==> config.mk <==
export PLATFORM = sky130hd
export DESIGN_NAME = timed_step_queue
export DESIGN_NICKNAME = d
export VERILOG_FILES = /design/src/sv/tsq_pkg.sv /design/src/sv/timed_step_queue.sv /design/src/sv/tsq_ram.sv /design/src/sv/tsq_ctrl.sv /design/src/sv/tsq_dp.sv
export SDC_FILE = /design/constraint.sdc
export NUM_CORES = 1
export LEC_CHECK = 0
export ABC_CLOCK_PERIOD_IN_PS = 9650
export BUFFER_PORTS_ARGS = -buffer_cell sky130_fd_sc_hd__buf_2
export CAP_MARGIN = 40
export CORE_MARGIN = 2
export CORE_UTILIZATION = 65
export CTS_CLUSTER_DIAMETER = 200
export DETAILED_ROUTE_END_ITERATION = 10
export PLACE_DENSITY = 0.85
export SETUP_SLACK_MARGIN = 0.4
export SYNTH_ARGS = -nofsm -noshare
export SYNTH_HDL_FRONTEND = slang
export SYNTH_SLANG_ARGS = --single-unit
==> constraint.sdc <==
create_clock -name aclk -period 9.65 [get_ports aclk]
set_clock_uncertainty 0.05 [all_clocks]
set_input_delay 0.4825 -clock aclk [delete_from_list [all_inputs] [get_ports aclk]]
set_output_delay 0.4825 -clock aclk [all_outputs]
set_load 0.03 [all_outputs]
==> src/sv/tsq_pkg.sv <==
// ============================================================================
// tsq_pkg
// Types, codes and constants shared by the timed step queue modules.
// ============================================================================
`default_nettype none

package tsq_pkg;

    // Default number of queue entries
    localparam int QUEUE_DEPTH_DEF = 8;

    // Field widths
    localparam int KIND_W  = 3;
    localparam int TIME_W  = 32;
    localparam int TAG_W   = 8;
    localparam int CLS_W   = 2;
    localparam int DUR_W   = 16;
    localparam int EV_W    = 3;
    localparam int OCNT_W  = 4;
    localparam int REC_W   = DUR_W + CLS_W + TAG_W;

    // Port packing widths
    localparam int S_TDATA_W = 64;
    localparam int M_TDATA_W = 16;

    // Reset value of the default duration register
    localparam logic [DUR_W-1:0] DEFAULT_DUR_RST = 16'd500;
    // Duration of a callback step given with zero duration
    localparam logic [DUR_W-1:0] CALLBACK_DUR    = 16'd1;

    // Command kinds
    localparam logic [KIND_W-1:0] KIND_ENQ    = 3'd0;
    localparam logic [KIND_W-1:0] KIND_TICK   = 3'd1;
    localparam logic [KIND_W-1:0] KIND_RESUME = 3'd2;
    localparam logic [KIND_W-1:0] KIND_SKIP   = 3'd3;
    localparam logic [KIND_W-1:0] KIND_CLEAR  = 3'd4;

    // Step classes
    localparam logic [CLS_W-1:0] CLS_TIMED    = 2'd0;
    localparam logic [CLS_W-1:0] CLS_WAIT     = 2'd1;
    localparam logic [CLS_W-1:0] CLS_CALLBACK = 2'd2;

    // Event codes
    localparam logic [EV_W-1:0] EV_ACK    = 3'd0;
    localparam logic [EV_W-1:0] EV_FULL   = 3'd1;
    localparam logic [EV_W-1:0] EV_START  = 3'd2;
    localparam logic [EV_W-1:0] EV_FINISH = 3'd3;
    localparam logic [EV_W-1:0] EV_DONE   = 3'd4;

    // One stored step
    typedef struct packed {
        logic [DUR_W-1:0] dur;
        logic [CLS_W-1:0] cls;
        logic [TAG_W-1:0] tag;
    } rec_t;

    // Controller to datapath commands
    typedef struct packed {
        logic cap;   // capture the accepted input transfer
        logic eval;  // evaluate the command, emit first event
        logic nxt;   // emit the follow-up event after a retire
    } cmd_t;

    // Datapath to controller status
    typedef struct packed {
        logic out_free;  // output register can take an event this cycle
        logic retire;    // captured command retires the head step
    } stat_t;

endpackage

`default_nettype wire

==> src/sv/timed_step_queue.sv <==
// The first event is loaded into the output register in the evaluation state;
//   after a finish, the follow-up event is loaded in the next-event state.
// A new command is taken only after the last one's events are loaded; a retire
//   adds a state for the next head step to come through the registered RAM read.
// A stalled output holds the block in evaluation until the event is taken.
// Reset (aresetn low, synchronous) empties the queue, clears flags and the
//   step start time, and sets the default duration to 500 ms; RAM is not cleared.
// ============================================================================
// timed_step_queue
// Ring FIFO of timed steps with enqueue, tick, resume, skip and clear
// commands; reports started, finished and done events.
// ============================================================================
`default_nettype none

module timed_step_queue #(
    parameter int QUEUE_DEPTH = tsq_pkg::QUEUE_DEPTH_DEF
) (
    input  wire logic                              aclk,
    input  wire logic                              aresetn,
    // command stream
    input  wire logic                              s_tvalid,
    output logic                                   s_tready,
    // now_ms[31:0], step_tag[39:32], step_class[41:40], step_duration_ms[57:42]
    input  wire logic [tsq_pkg::S_TDATA_W-1:0]     s_tdata,
    // kind[2:0]
    input  wire logic [tsq_pkg::KIND_W-1:0]        s_tuser,
    // event stream
    output logic                                   m_tvalid,
    input  wire logic                              m_tready,
    // event_tag[7:0], queue_count[11:8], playing[12], waiting_input[13]
    output logic      [tsq_pkg::M_TDATA_W-1:0]     m_tdata,
    // event_res[2:0]
    output logic      [tsq_pkg::EV_W-1:0]          m_tuser,
    output logic                                   m_tlast,
    // default duration register
    input  wire logic                              cfg_wr_en,
    input  wire logic [tsq_pkg::DUR_W-1:0]         cfg_wr_data
);

    tsq_pkg::cmd_t               cmd;
    tsq_pkg::stat_t              stat;
    logic [tsq_pkg::TAG_W-1:0]   ev_tag;
    logic [tsq_pkg::OCNT_W-1:0]  ev_cnt;
    logic                        ev_play;
    logic                        ev_wait;

    tsq_ctrl u_ctrl (
        .aclk     (aclk),
        .aresetn  (aresetn),
        .s_tvalid (s_tvalid),
        .s_tready (s_tready),
        .stat     (stat),
        .cmd      (cmd)
    );

    tsq_dp #(
        .QUEUE_DEPTH (QUEUE_DEPTH)
    ) u_dp (
        .aclk                (aclk),
        .aresetn             (aresetn),
        .in_kind             (s_tuser),
        .in_now_ms           (s_tdata[31:0]),
        .in_step_tag         (s_tdata[39:32]),
        .in_step_class       (s_tdata[41:40]),
        .in_step_duration_ms (s_tdata[57:42]),
        .cfg_wr_en           (cfg_wr_en),
        .cfg_wr_data         (cfg_wr_data),
        .cmd                 (cmd),
        .stat                (stat),
        .out_ready           (m_tready),
        .out_valid           (m_tvalid),
        .out_event_res       (m_tuser),
        .out_event_tag       (ev_tag),
        .out_queue_count     (ev_cnt),
        .out_playing         (ev_play),
        .out_waiting_input   (ev_wait),
        .out_last            (m_tlast)
    );

    // Pack event fields, upper bits zero
    assign m_tdata = {2'b00, ev_wait, ev_play, ev_cnt, ev_tag};

endmodule

`default_nettype wire

==> src/sv/tsq_ram.sv <==
// ============================================================================
// tsq_ram
// Generic single-write, single-read RAM with registered read data.
// ============================================================================
`default_nettype none

module tsq_ram #(
    parameter int WIDTH = 8,
    parameter int DEPTH = 8
) (
    input  wire logic                     clk,
    input  wire logic                     wr_en,
    input  wire logic [$clog2(DEPTH)-1:0] wr_addr,
    input  wire logic [WIDTH-1:0]         wr_data,
    input  wire logic [$clog2(DEPTH)-1:0] rd_addr,
    output logic      [WIDTH-1:0]         rd_data
);

    logic [WIDTH-1:0] mem [DEPTH];
    logic [WIDTH-1:0] rd_data_reg;

    // Write port
    always_ff @(posedge clk) begin
        if (wr_en) begin
            mem[wr_addr] <= wr_data;
        end
    end

    // Registered read port
    always_ff @(posedge clk) begin
        rd_data_reg <= mem[rd_addr];
    end

    assign rd_data = rd_data_reg;

endmodule

`default_nettype wire

==> src/sv/tsq_ctrl.sv <==
// ============================================================================
// tsq_ctrl
// Sequencer for the timed step queue: takes one command, evaluates it, and
// after a retire emits the follow-up event once the next head is read.
// ============================================================================
`default_nettype none

module tsq_ctrl (
    input  wire logic           aclk,
    input  wire logic           aresetn,
    input  wire logic           s_tvalid,
    output logic                s_tready,
    input  wire tsq_pkg::stat_t stat,
    output tsq_pkg::cmd_t       cmd
);

    localparam logic [1:0] ST_IDLE = 2'd0;  // waiting for a command
    localparam logic [1:0] ST_EVAL = 2'd1;  // evaluate, emit first event
    localparam logic [1:0] ST_FIN  = 2'd2;  // next head read in flight
    localparam logic [1:0] ST_NEXT = 2'd3;  // emit started or done

    logic [1:0] state_reg;
    logic [1:0] state_next;

    // Next state and commands
    always_comb begin
        state_next = state_reg;
        s_tready   = 1'b0;
        cmd        = '0;
        unique case (state_reg)
            ST_IDLE: begin
                s_tready = 1'b1;
                if (s_tvalid) begin
                    cmd.cap    = 1'b1;
                    state_next = ST_EVAL;
                end
            end
            ST_EVAL: begin
                if (stat.out_free) begin
                    cmd.eval   = 1'b1;
                    state_next = stat.retire ? ST_FIN : ST_IDLE;
                end
            end
            ST_FIN: begin
                state_next = ST_NEXT;
            end
            ST_NEXT: begin
                if (stat.out_free) begin
                    cmd.nxt    = 1'b1;
                    state_next = ST_IDLE;
                end
            end
            default: begin
                state_next = ST_IDLE;
            end
        endcase
    end

    always_ff @(posedge aclk) begin
        if (!aresetn) begin
            state_reg <= ST_IDLE;
        end else begin
            state_reg <= state_next;
        end
    end

endmodule

`default_nettype wire

==> src/sv/tsq_dp.sv <==
// ============================================================================
// tsq_dp
// Datapath of the timed step queue: ring indexes, head step timing, step
// storage and the event output register.
// ============================================================================
`default_nettype none

module tsq_dp #(
    parameter int QUEUE_DEPTH = tsq_pkg::QUEUE_DEPTH_DEF
) (
    input  wire logic                         aclk,
    input  wire logic                         aresetn,
    // command input fields
    input  wire logic [tsq_pkg::KIND_W-1:0]   in_kind,
    input  wire logic [tsq_pkg::TIME_W-1:0]   in_now_ms,
    input  wire logic [tsq_pkg::TAG_W-1:0]    in_step_tag,
    input  wire logic [tsq_pkg::CLS_W-1:0]    in_step_class,
    input  wire logic [tsq_pkg::DUR_W-1:0]    in_step_duration_ms,
    // configuration
    input  wire logic                         cfg_wr_en,
    input  wire logic [tsq_pkg::DUR_W-1:0]    cfg_wr_data,
    // control
    input  wire tsq_pkg::cmd_t                cmd,
    output tsq_pkg::stat_t                    stat,
    // event output
    input  wire logic                         out_ready,
    output logic                              out_valid,
    output logic      [tsq_pkg::EV_W-1:0]     out_event_res,
    output logic      [tsq_pkg::TAG_W-1:0]    out_event_tag,
    output logic      [tsq_pkg::OCNT_W-1:0]   out_queue_count,
    output logic                              out_playing,
    output logic                              out_waiting_input,
    output logic                              out_last
);

    localparam int IDX_W = $clog2(QUEUE_DEPTH);
    localparam int CNT_W = $clog2(QUEUE_DEPTH + 1);
    localparam logic [IDX_W-1:0] IDX_MAX = IDX_W'(QUEUE_DEPTH - 1);
    localparam logic [CNT_W-1:0] CNT_FULL = CNT_W'(QUEUE_DEPTH);

    // Captured command
    logic [tsq_pkg::KIND_W-1:0] kind_reg;
    logic [tsq_pkg::TIME_W-1:0] now_reg;
    logic [tsq_pkg::TAG_W-1:0]  tag_reg;
    logic [tsq_pkg::CLS_W-1:0]  cls_reg;
    logic [tsq_pkg::DUR_W-1:0]  dur_reg;

    // Queue state
    logic [IDX_W-1:0]           head_reg, head_next;
    logic [IDX_W-1:0]           tail_reg, tail_next;
    logic [CNT_W-1:0]           count_reg, count_next;
    logic                       active_reg, active_next;
    logic                       waiting_reg, waiting_next;
    logic [tsq_pkg::TIME_W-1:0] start_reg, start_next;
    logic [tsq_pkg::DUR_W-1:0]  dflt_reg;

    // Output register
    logic                        out_valid_reg, out_valid_next;
    logic [tsq_pkg::EV_W-1:0]    out_res_reg, out_res_next;
    logic [tsq_pkg::TAG_W-1:0]   out_tag_reg, out_tag_next;
    logic [tsq_pkg::OCNT_W-1:0]  out_cnt_reg, out_cnt_next;
    logic                        out_play_reg, out_play_next;
    logic                        out_wait_reg, out_wait_next;
    logic                        out_last_reg, out_last_next;

    // Step storage
    logic                       ram_wr_en;
    logic [tsq_pkg::REC_W-1:0]  ram_wr_data;
    logic [tsq_pkg::REC_W-1:0]  ram_rd_data;
    tsq_pkg::rec_t              head_rec;
    tsq_pkg::rec_t              new_rec;

    // Evaluation helpers
    logic                       out_free;
    logic                       full;
    logic                       run_ok;
    logic [tsq_pkg::DUR_W-1:0]  dur_eff;
    logic [tsq_pkg::TIME_W-1:0] elapsed;
    logic                       timed_out;
    logic                       retire;
    logic                       load;
    logic [tsq_pkg::EV_W-1:0]   ev_res;
    logic [tsq_pkg::TAG_W-1:0]  ev_tag;
    logic                       ev_last;

    assign new_rec.dur = dur_reg;
    assign new_rec.cls = cls_reg;
    assign new_rec.tag = tag_reg;
    assign ram_wr_data = new_rec;
    assign head_rec    = tsq_pkg::rec_t'(ram_rd_data);

    tsq_ram #(
        .WIDTH (tsq_pkg::REC_W),
        .DEPTH (QUEUE_DEPTH)
    ) u_store (
        .clk     (aclk),
        .wr_en   (ram_wr_en),
        .wr_addr (tail_reg),
        .wr_data (ram_wr_data),
        .rd_addr (head_reg),
        .rd_data (ram_rd_data)
    );

    // Head step duration and timeout check
    always_comb begin
        if (head_rec.dur != '0) begin
            dur_eff = head_rec.dur;
        end else if (head_rec.cls == tsq_pkg::CLS_WAIT) begin
            dur_eff = '0;
        end else if (head_rec.cls == tsq_pkg::CLS_CALLBACK) begin
            dur_eff = tsq_pkg::CALLBACK_DUR;
        end else begin
            dur_eff = dflt_reg;
        end
    end

    assign elapsed   = now_reg - start_reg;
    assign timed_out = (dur_eff != '0) &&
                       (elapsed >= {{(tsq_pkg::TIME_W - tsq_pkg::DUR_W){1'b0}}, dur_eff});
    assign full      = (count_reg == CNT_FULL);
    assign run_ok    = active_reg && (count_reg != '0) && !waiting_reg;

    // Does the captured command retire the head step
    always_comb begin
        case (kind_reg)
            tsq_pkg::KIND_TICK:   retire = run_ok && timed_out;
            tsq_pkg::KIND_SKIP:   retire = run_ok;
            tsq_pkg::KIND_RESUME: retire = waiting_reg && (count_reg != '0);
            default:              retire = 1'b0;
        endcase
    end

    assign out_free    = !out_valid_reg || out_ready;
    assign stat.out_free = out_free;
    assign stat.retire   = retire;

    // Queue state update and event selection
    always_comb begin
        head_next    = head_reg;
        tail_next    = tail_reg;
        count_next   = count_reg;
        active_next  = active_reg;
        waiting_next = waiting_reg;
        start_next   = start_reg;
        ram_wr_en    = 1'b0;
        load         = 1'b0;
        ev_res       = tsq_pkg::EV_ACK;
        ev_tag       = '0;
        ev_last      = 1'b1;

        if (cmd.eval) begin
            load = 1'b1;
            if (retire) begin
                // finish the head, follow-up event comes later
                head_next    = (head_reg == IDX_MAX) ? '0 : head_reg + 1'b1;
                count_next   = count_reg - 1'b1;
                active_next  = 1'b0;
                waiting_next = 1'b0;
                ev_res       = tsq_pkg::EV_FINISH;
                ev_tag       = head_rec.tag;
                ev_last      = 1'b0;
            end else begin
                unique case (kind_reg)
                    tsq_pkg::KIND_ENQ: begin
                        if (full) begin
                            ev_res = tsq_pkg::EV_FULL;
                        end else begin
                            ram_wr_en  = 1'b1;
                            tail_next  = (tail_reg == IDX_MAX) ? '0 : tail_reg + 1'b1;
                            count_next = count_reg + 1'b1;
                            if (!active_reg && (count_reg == '0)) begin
                                // idle queue: new step starts at once
                                active_next  = 1'b1;
                                start_next   = now_reg;
                                waiting_next = (cls_reg == tsq_pkg::CLS_WAIT);
                                ev_res       = tsq_pkg::EV_START;
                                ev_tag       = tag_reg;
                            end
                        end
                    end
                    tsq_pkg::KIND_RESUME: begin
                        // waiting with an empty queue only drops the flag
                        waiting_next = 1'b0;
                    end
                    tsq_pkg::KIND_CLEAR: begin
                        head_next    = '0;
                        tail_next    = '0;
                        count_next   = '0;
                        active_next  = 1'b0;
                        waiting_next = 1'b0;
                    end
                    default: begin
                        ev_res = tsq_pkg::EV_ACK;
                    end
                endcase
            end
        end else if (cmd.nxt) begin
            load = 1'b1;
            if (count_reg == '0) begin
                ev_res = tsq_pkg::EV_DONE;
            end else begin
                active_next  = 1'b1;
                start_next   = now_reg;
                waiting_next = (head_rec.cls == tsq_pkg::CLS_WAIT);
                ev_res       = tsq_pkg::EV_START;
                ev_tag       = head_rec.tag;
            end
        end
    end

    // Output register next values
    always_comb begin
        out_res_next  = out_res_reg;
        out_tag_next  = out_tag_reg;
        out_cnt_next  = out_cnt_reg;
        out_play_next = out_play_reg;
        out_wait_next = out_wait_reg;
        out_last_next = out_last_reg;
        if (load) begin
            out_valid_next = 1'b1;
            out_res_next   = ev_res;
            out_tag_next   = ev_tag;
            out_cnt_next   = tsq_pkg::OCNT_W'(count_next);
            out_play_next  = active_next;
            out_wait_next  = waiting_next;
            out_last_next  = ev_last;
        end else if (out_ready) begin
            out_valid_next = 1'b0;
        end else begin
            out_valid_next = out_valid_reg;
        end
    end

    // Control state
    always_ff @(posedge aclk) begin
        if (!aresetn) begin
            head_reg      <= '0;
            tail_reg      <= '0;
            count_reg     <= '0;
            active_reg    <= 1'b0;
            waiting_reg   <= 1'b0;
            start_reg     <= '0;
            dflt_reg      <= tsq_pkg::DEFAULT_DUR_RST;
            out_valid_reg <= 1'b0;
        end else begin
            head_reg      <= head_next;
            tail_reg      <= tail_next;
            count_reg     <= count_next;
            active_reg    <= active_next;
            waiting_reg   <= waiting_next;
            start_reg     <= start_next;
            out_valid_reg <= out_valid_next;
            if (cfg_wr_en) begin
                dflt_reg <= cfg_wr_data;
            end
        end
    end

    // Payload registers
    always_ff @(posedge aclk) begin
        if (cmd.cap) begin
            kind_reg <= in_kind;
            now_reg  <= in_now_ms;
            tag_reg  <= in_step_tag;
            cls_reg  <= in_step_class;
            dur_reg  <= in_step_duration_ms;
        end
        out_res_reg  <= out_res_next;
        out_tag_reg  <= out_tag_next;
        out_cnt_reg  <= out_cnt_next;
        out_play_reg <= out_play_next;
        out_wait_reg <= out_wait_next;
        out_last_reg <= out_last_next;
    end

    assign out_valid         = out_valid_reg;
    assign out_event_res     = out_res_reg;
    assign out_event_tag     = out_tag_reg;
    assign out_queue_count   = out_cnt_reg;
    assign out_playing       = out_play_reg;
    assign out_waiting_input = out_wait_reg;
    assign out_last          = out_last_reg;

endmodule

`default_nettype wire

[After elaboration in Yosys (flattened, before gate mapping)]
Memories as Yosys holds them, arrays and structs flattened. A register that Yosys moved wholly into a read port is not among the register bits.
Cells that the tools add are included.
Operators by class
  reduce and logical (&&, ||, !) cells: 25
  multiplexer cells: 71
  shifts and indexed selects: 0
  bitwise logic cells: 1
  multipliers: 0
  divide/modulo/power cells: 0
  magnitude comparators: 1
  add/sub/neg operators: 5
  eq/ne operators: 22
Operator list (number)
  $mux 32: 7
  $mux 8: 7
  $mux 16: 3
  $mux 3: 11
  $ge 32x16->1: 1
  $reduce_bool 16->1: 2
  $sub 32x32->32: 1
  $mux 1: 29
  $mux 4: 3
  $mux 2: 5
  $ne 2x2->1 const B: 5
  $eq 3x3->1 const B: 3
  $ne 2x1->1 const B: 4
  $pmux 2 s4: 1
  $pmux 4 s2: 1
  $reduce_bool 2->1: 4
  $add 3x1->3 const B: 2
  $eq 2x1->1 const B: 3
  $eq 2x2->1 const B: 3
  $eq 3x2->1 const B: 2
  $logic_and 1x1->1: 6
  $pmux 3 s2: 1
  $reduce_and 6->1: 1
  $add 4x1->4 const B: 1
  other kinds (16): 19
Storage, ports and cells
  memory bits (read-only): 0
  memory bits (writable): 208
  memories: 1
  latch bits: 0
  input bits: 88
  bits in registers: 142
  logic and storage cells: 146
  output and inout bits: 22
Memories
  u_dp.u_store.mem: depth 8, width 26, rd ports 1, clocked after memory_dff 1, write ports 1, line tsq_ram.sv:19  | logic [WIDTH-1:0] mem [DEPTH];

[Longest topological paths before layout]
Gate-level depths: netlist (run 1).
  depth in word-level cells: 12
  mapped depth: 20
  depth with buffers taken out: 19

[Modules after synthesis]
A second synthesis (run 1) with hierarchy kept.
Unflattened totals
  cells, all modules: 1170
  area total of the unflattened synthesis: 16510.8 um2
By module, submodules not included
  tsq_ram: cells an instance 340, seq. area each 6766.5 um2, area each 8563.2 um2, times used 1
  tsq_dp: cells an instance 814, seq. area each 3593.4 um2, area each 7812.5 um2, times used 1
  tsq_ctrl: cells an instance 11, seq. area each 40.0 um2, area each 101.3 um2, times used 1
  timed_step_queue: cells an instance 5, seq. area each 0.0 um2, area each 33.8 um2, times used 1

[Worst setup path before layout (run 1)]
Ideal clock, no wire load.
  path type: register to register
  from: register u_dp.now_reg[4] in the netlist's numbering
  to: register u_dp.out_cnt_reg (netlist bit u_dp.out_queue_count[3]), data pin
  library setup time: 0.265 ns
  data required time: 9.335 ns
  path slack: 4.882 ns
  clock period less this slack: 4.768 ns
  buffers on the path: 0
  cell stages (with the launch flop): 19
  data arrival time: 4.453 ns
  path through: edfxtp_1 -> ha_1 -> and2_1 -> o211ai_1 -> a211oi_1 -> nor2_1 -> o31ai_1 -> xor2_1 -> ha_1 -> a211oi_1 -> o21bai_1 -> nor4_1 -> o2111ai_1 -> a211oi_1 -> nor4b_1 -> nand4_4 -> o21bai_4 -> mux2_4 -> or3_1
On the way
  longest elaborated chain between the ends: 7
Ends and longest elaborated chain
  start, declared: line tsq_dp.sv:43  | logic [tsq_pkg::TIME_W-1:0] now_reg;
  start signal, assigned: line tsq_dp.sv:263  | now_reg <= in_now_ms;
  $sub 32x32->32: line tsq_dp.sv:117  | assign elapsed = now_reg - start_reg;
  $ge 32x16->1: line tsq_dp.sv:119  | (elapsed >= {{(tsq_pkg::TIME_W - tsq_pkg::DUR_W){1'b0}}, dur_eff});
  $logic_and 1x1->1: line tsq_dp.sv:118  | assign timed_out = (dur_eff != '0) &&
  $logic_and 1x1->1: line tsq_dp.sv:126  | tsq_pkg::KIND_TICK: retire = run_ok && timed_out;
  $pmux 1 s3: line tsq_dp.sv:125  | case (kind_reg)
  $mux 4: line tsq_dp.sv:153  | if (retire) begin
  $mux 4: line tsq_dp.sv:151  | if (cmd.eval) begin
  net u_dp.count_next[3]: line tsq_dp.sv:51  | logic [CNT_W-1:0] count_reg, count_next;
  end signal, assigned: line tsq_dp.sv:270  | out_cnt_reg <= out_cnt_next;
  end, declared: line tsq_dp.sv:61  | logic [tsq_pkg::OCNT_W-1:0] out_cnt_reg, out_cnt_next;
The timed path passes the listed nets, and every way through them passes these cells.
A chain may end at the register's enable or synchronous reset.

[Worst setup path after layout (run 1)]
Same ends and word-level chain as after synthesis.

==> results of run 1 <==
## layout make-up
cell class,instances,area (sq um),share of cell area
well taps,324,405,0.0219
inverters,48,180,0.00972
flip-flops and latches,376,10400,0.561
multi-input cells,694,5530,0.298
repair buffers,122,791,0.0427
clock buffers,53,1040,0.0560
clock inverters,16,189,0.0102
## cell families after synthesis
kind of cell | count (synthesis) | share of synthesized area
flops | 376 | 0.639
simple gates | 297 | 0.0871
compound gates | 221 | 0.0913
mux | 100 | 0.104
buf+inv | 99 | 0.0255
fa+ha+maj | 54 | 0.0420
xor+xnor | 20 | 0.0108
other cells | 1 | 0.000231
## layer usage
| metal | up-vias | GRT usage | part of all wire | routed length [um] |
|---|---|---|---|---|
| li1 | 4672 | - | - | - |
| met1 | 5102 | 0.393 | 0.38 | 14300 |
| met2 | 635 | 0.463 | 0.48 | 17800 |
| met3 | 127 | 0.0516 | 0.097 | 3630 |
| met4 | 0 | 0.123 | 0.041 | 1510 |
| met5 | - | 0 | 0 | 0 |
## placed cells by master, fill, tap and decap left out, types with 5 or more instances in the layout
cell	synthesis	layout
mux4_2	52	52
buf_2	10	101
and2_1	10	9
a21o_1	17	17
clkinv_2	0	5
a22o_1	8	8
nor2b_1	5	5
mux2_2	27	27
o21bai_1	6	6
a211o_1	6	6
nor3_1	20	17
clkinv_1	1	6
nor2_4	0	6
or3_1	9	9
nand2b_1	10	10
nand4_1	12	12
a211oi_1	7	7
clkbuf_1	32	12
nand2_1	117	117
nand3_1	16	16
o21ai_0	27	27
xnor2_1	10	10
nor2_1	65	59
o2111ai_1	5	5
nor4_1	6	6
dfxtp_1	89	86
xor2_1	10	10
a21oi_1	85	85
edfxtp_1	287	287
mux2i_1	20	20
ha_1	53	53
inv_1	47	47
buf_4	4	12
buf_12	0	7
clkbuf_16	0	38
a31oi_1	9	8
## worst max-delay path: stages (launching register included)
cell and delay, ns:
edfxtp_1 0.41, ha_1 0.39, and2_1 0.19, o211ai_1 0.19, a211oi_1 0.67, nor2_1 0.15, o31ai_1 0.32, xor2_1 0.23
ha_1 0.28, a211oi_1 0.29, o21bai_1 0.11, nor4_1 0.17, o2111ai_1 0.19, a211oi_1 0.24, nor4b_1 0.46, nand4_4 0.29
o21bai_4 0.25, mux2_4 0.33, or3_1 0.37
## path summary, 6_finish.rpt
kind / from / endpoint / slack (ns) / cells past startpoint
setup reg to reg: u_dp.now_reg[4] / u_dp.out_queue_count[3] / 3.82 / 18
hold reg to reg: u_dp.start_reg[26] / u_dp.start_reg[26] / 0.40 / 2
setup / recovery: u_dp.now_reg[4] / u_dp.out_queue_count[3] / 3.82 / 18
hold / removal: s_tdata[45] / u_dp.dur_reg[3] / 0.07 / 1
## where the power goes
group,internal [mW],leakage [nW],switching [mW]
sequential,1.78,3.35,0.0312
combinational,0.0850,2.51,0.142
clock,0.838,0.597,0.598
total,2.70,6.46,0.772
## synth_stat cells (3+ instances only)
master	n
xor2_1	10
nor2b_1	5
nand4_1	12
a22o_1	8
clkbuf_1	32
nand2b_1	10
and2_1	10
a31o_2	3
o22ai_1	4
nor3_1	20
edfxtp_1	287
buf_4	4
o2111a_1	3
xnor2_1	10
or3_1	9
o2111ai_1	5
a211o_1	6
nand3b_1	3
a21oi_1	85
o21a_1	4
nand2_1	117
mux4_2	52
o21ai_1	3
mux2_2	27
a31oi_1	9
ha_1	53
inv_1	47
o21bai_1	6
and4_1	4
dfxtp_1	89
a211oi_1	7
o211ai_1	4
a21o_1	17
buf_2	10
nand3_1	16
buf_1	3
mux2i_1	20
o21ai_0	27
nor4_1	6
o31ai_1	4
nor2_1	65
## through the flow
stage / hold slack [ns] / area (sq um) / cells / util
finish: 0.0653 / 18500 / 1633 / 0.758
global route: 0.0484 / 18500 / 1633 / 0.758
CTS: 0.0494 / 18500 / 1632 / 0.757
detailed placement: 0.393 / 17300 / 1563 / 0.707
global placement: 0.387 / 17100 / 1553 / 0.699
floorplan: 0.382 / 16300 / 1169 / -
==> flow_metrics.tcl, run 1 <==
set metrics [dict create \
    antenna_found_initial 0 \
    grt_overflow_total 0 \
    arrival_ns 6.05 \
    synth_ff_type "edfxtp_1" \
    grt_pass1_wl_um 58000 \
    syn2layout_area_growth_pct 13.9 \
    fin_nets 1422 \
    drv_cap 0 \
    rsz0062_at_grt "false" \
    total_power_mw 3.47 \
    cts_setup_buffers 0 \
    synth_edf_count 287 \
    ctsHoldBuffers 0 \
    start_util 0.665 \
    required_ns 9.88 \
    endpoint_kind "flop" \
    yosys.area.top_type "edfxtp_1" \
    num_vias 10500 \
    start_kind "flop" \
    period_needed_ns 5.83 \
    synth.area.top_cells "edfxtp_1, dfxtp_1, mux4_2" \
    die_h_um 162 \
    clockBufferDepth 3 \
    cts_tree "done" \
    drive_above_1_share 0.222 \
    rows 57 \
    slew_headroom 0.396 \
    worst_pin_slew_ns 0.906 \
    wl_um 37300 \
    period_share 0.604 \
    cts_sinks 376 \
    run_status "finished clean" \
    fmax_mhz 172 \
    hold_viol 0 \
    path_clk_slew_ns 0.06 \
    postSynthCellCount 1168 \
    postSynth.asyncResetShare 0 \
    synth_top_area_share 0.530 \
    setup_slack_ns 3.82 \
    io_pins 110 \
    largest_register_ffs 208 \
    cts_resized 0 \
    htreeDepth 2 \
    vias_per_cell 6.45 \
    die_w_um 162 \
    diodes 0 \
    io_buffers 101 \
    final-setup-viol-count 0 \
    yosysWarnings 0 \
    power_density_nw_per_um2 187 \
    p_leak_nw 6.46 \
    cts-root-buf "clkbuf_16" \
    die-area_sq_um 26300 \
    worstSetupPathType "reg2reg" \
    clkLatencyLatePin_ns 0.54 \
    synth.distinct_cells 83 \
    ys_seq_area_frac 0.639 \
    route.detailed.drc 0 \
    nFillCells 1416 \
    cts_buffers 38 \
    wl_per_cell_um 22.8 \
    detailedPlace.worstSlack_ns 4.06 \
    gp_congestion 0.924 \
    grt_max_degree 62 \
    dr.pass1.iters 6 \
    synth.avg_cell_area_sq_um 13.9 \
    synth_area_sq_um 16300 \
    core_area_sq_um 24500 \
    ir_worst_vdd_mv 0.234 \
    track_usage 0.288 \
    ys_ff_latch 376 \
    finalSetupTns_ns 0 \
    path_max_fanout 5 \
    drtIter0Drc 1285 \
    grt_pass1_vias 10500 \
    post-dp-hpwl_um 23000 \
    hp-class "in2reg" \
    drv_slew 0 \
    ant_nets 0 \
]
Note: power is estimated with default switching activity, not from simulation.
==> run 2: changes to the inputs <==
--- a/config.mk
+++ b/config.mk
@@ -5,14 +5,14 @@
 export SDC_FILE = /design/constraint.sdc
 export NUM_CORES = 1
 export LEC_CHECK = 0
-export ABC_CLOCK_PERIOD_IN_PS = 9650
+export ABC_CLOCK_PERIOD_IN_PS = 5750
 export BUFFER_PORTS_ARGS = -buffer_cell sky130_fd_sc_hd__buf_2
 export CAP_MARGIN = 40
 export CORE_MARGIN = 2
-export CORE_UTILIZATION = 65
+export CORE_UTILIZATION = 60
 export CTS_CLUSTER_DIAMETER = 200
 export DETAILED_ROUTE_END_ITERATION = 10
-export PLACE_DENSITY = 0.85
+export PLACE_DENSITY = 0.79
 export SETUP_SLACK_MARGIN = 0.4
 export SYNTH_ARGS = -nofsm -noshare
 export SYNTH_HDL_FRONTEND = slang
==> constraint.sdc (replaced) <==
create_clock -name aclk -period 5.75 [get_ports aclk]
set_clock_uncertainty 0.05 [all_clocks]
set_input_delay 0.2875 -clock aclk [delete_from_list [all_inputs] [get_ports aclk]]
set_output_delay 0.2875 -clock aclk [all_outputs]
set_load 0.03 [all_outputs]
==> flow_metrics.tcl, run 2 (same netlist as run 1, synthesis figures left out) <==
set metrics [dict create \
    run_status "finished clean" \
    clockBufferDepth 3 \
    final_cell_mix "edfxtp_1, nand2_1, buf_2" \
    whs_ns 0.0429 \
    largest_register_ffs 208 \
    vias_per_cell 6.07 \
    diodes 0 \
    htreeDepth 2 \
    rows 60 \
    mostFrequentLayoutCell "edfxtp_1" \
    num_vias 10500 \
    grt_overflow_total 0 \
    endpoint_kind "flop" \
    path_max_fanout 5 \
    die_w_um 169 \
    path_common_cell "a21oi_1" \
    period_needed_ns 5.01 \
    grt_pass1_wl_um 57000 \
    cts_tree "done" \
    total_power_mw 5.91 \
    drive_above_1_share 0.215 \
    final-setup-viol-count 0 \
    arrival_ns 5.24 \
    worstSetupPathType "reg2reg" \
    hp-class "in2reg" \
    power_density_nw_per_um2 304 \
    wl_per_cell_um 21.6 \
    start_kind "flop" \
    rsz0062_at_grt "false" \
    io_buffers 101 \
    max_stage_delay_ns 0.43 \
    ir_worst_vdd_mv 0.310 \
    fmax_mhz 199 \
    finalSetupTns_ns 0 \
    track_usage 0.263 \
    grt_max_degree 55 \
    drv_slew 0 \
    ant_nets 0 \
    gp_congestion 0.875 \
    antenna_found_initial 0 \
    cts-root-buf "clkbuf_16" \
    route.detailed.drc 0 \
    critPathSlowestCell "a2111oi_4" \
    grt_pass1_vias 10400 \
    dr.pass1.iters 7 \
    clkLatencyLatePin_ns 0.53 \
    fin_nets 1502 \
    cts_buffers 38 \
    drtIter0Drc 1070 \
    worst_pin_slew_ns 0.900 \
    post-dp-hpwl_um 22800 \
    die_h_um 169 \
    syn2layout_area_growth_pct 19.5 \
    crit_chain "ha_2 -> and2_1 -> o211ai_1 -> a2111oi_4 -> or2_1 -> a21oi_1 -> xnor2_1 -> ha_1 -> nand4_1 -> a21oi_1 -> nor4_1 -> o2111ai_1 -> a211oi_2 -> nor4b_4 -> nand4_4 -> o21bai_4 -> mux2_4 -> or3_1" \
    cts_sinks 376 \
    path_clk_slew_ns 0.06 \
    required_ns 5.97 \
    slew_headroom 0.400 \
    wl_um 37400 \
    p_leak_nw 6.81 \
    period_share 0.872 \
    drv_cap 0 \
    core_area_sq_um 26800 \
    die-area_sq_um 28400 \
    start_util 0.607 \
    io_pins 110 \
    hold_viol 0 \
]
-- run 2: changes by cell type in the layout (fill, tap and decap cells not counted), sizes merged --
cell,previous run,this run
bufinv,3,4
buf,122,124
clkinv,13,19
dlygate4sd3,0,78
clkbuf,53,46
-- run 2: per-stage QoR --
| stage | worst slack [ns] | area [sq um] | utilization | instances |
|---|---|---|---|---|
| finish | 0.737 | 19400 | 0.725 | 1730 |
| global route | 0.415 | 19400 | 0.725 | 1730 |
| CTS | 0.558 | 19400 | 0.723 | 1726 |
| detailed placement | 0.353 | 17300 | 0.646 | 1579 |
| global placement | 0.429 | 17100 | 0.639 | 1570 |
| floorplan | 0.982 | 16300 | - | 1169 |
-- run 2: power by group --
group          switching (mW)  internal (mW)
clock network            1.01           1.43
registers              0.0511           2.98
logic                   0.245          0.181
total                    1.31           4.60
-- run 2: metal layers --
layer  track usage  share of wire  wire length [um]  vias up
met4         0.107          0.036              1360        0
li1              -              -                 -     4827
met3        0.0444          0.063              2350       98
met2         0.436           0.49             18300      402
met5             0              0                 0        -
met1         0.350           0.41             15400     5182
-- run 2: worst paths after layout --
check / startpoint / endpoint / slack [ns] / cells past startpoint
worst max-delay path: u_dp.now_reg[4] / u_dp.out_queue_count[3] / 0.74 / 18
worst min-delay path: cfg_wr_data[15] / u_dp.dflt_reg[15] / 0.04 / 3
worst max register to register: u_dp.now_reg[4] / u_dp.out_queue_count[3] / 0.74 / 18
worst min register to register: u_dp.start_reg[30] / u_dp.start_reg[30] / 0.40 / 2
-- run 2: area by class of cell --
type | instances | area, sq um
well taps | 341 | 427
repair buffers | 202 | 1590
clock buffers | 46 | 1000
fillers | 1628 | 7360
multi-input cells | 694 | 5570
inverters | 48 | 180
flip-flops and latches | 376 | 10400
clock inverters | 23 | 255
-- run 2: repair_timing --
action / 4_1_cts / 5_1_grt
endpoints found under the setup margin: 1 / 17
pin swaps: 0 / 4
gates resized for setup: 3 / 5
hold buffers: 78 / 0
hold endpoints to repair: 78 / 0
cloned: 0 / 0
buffers inserted: 0 / 4
-- run 2: critical path: cells and delay by family, from the launching register on --
family	cells	cell delay, ns
adder cells (fa/ha/maj)	2	0.69
multiplexers	1	0.32
XOR/XNOR	1	0.24
AND/OR/NAND/NOR	7	1.65
AO/OA/AOI/OAI	7	1.41
flip-flops	1	0.39
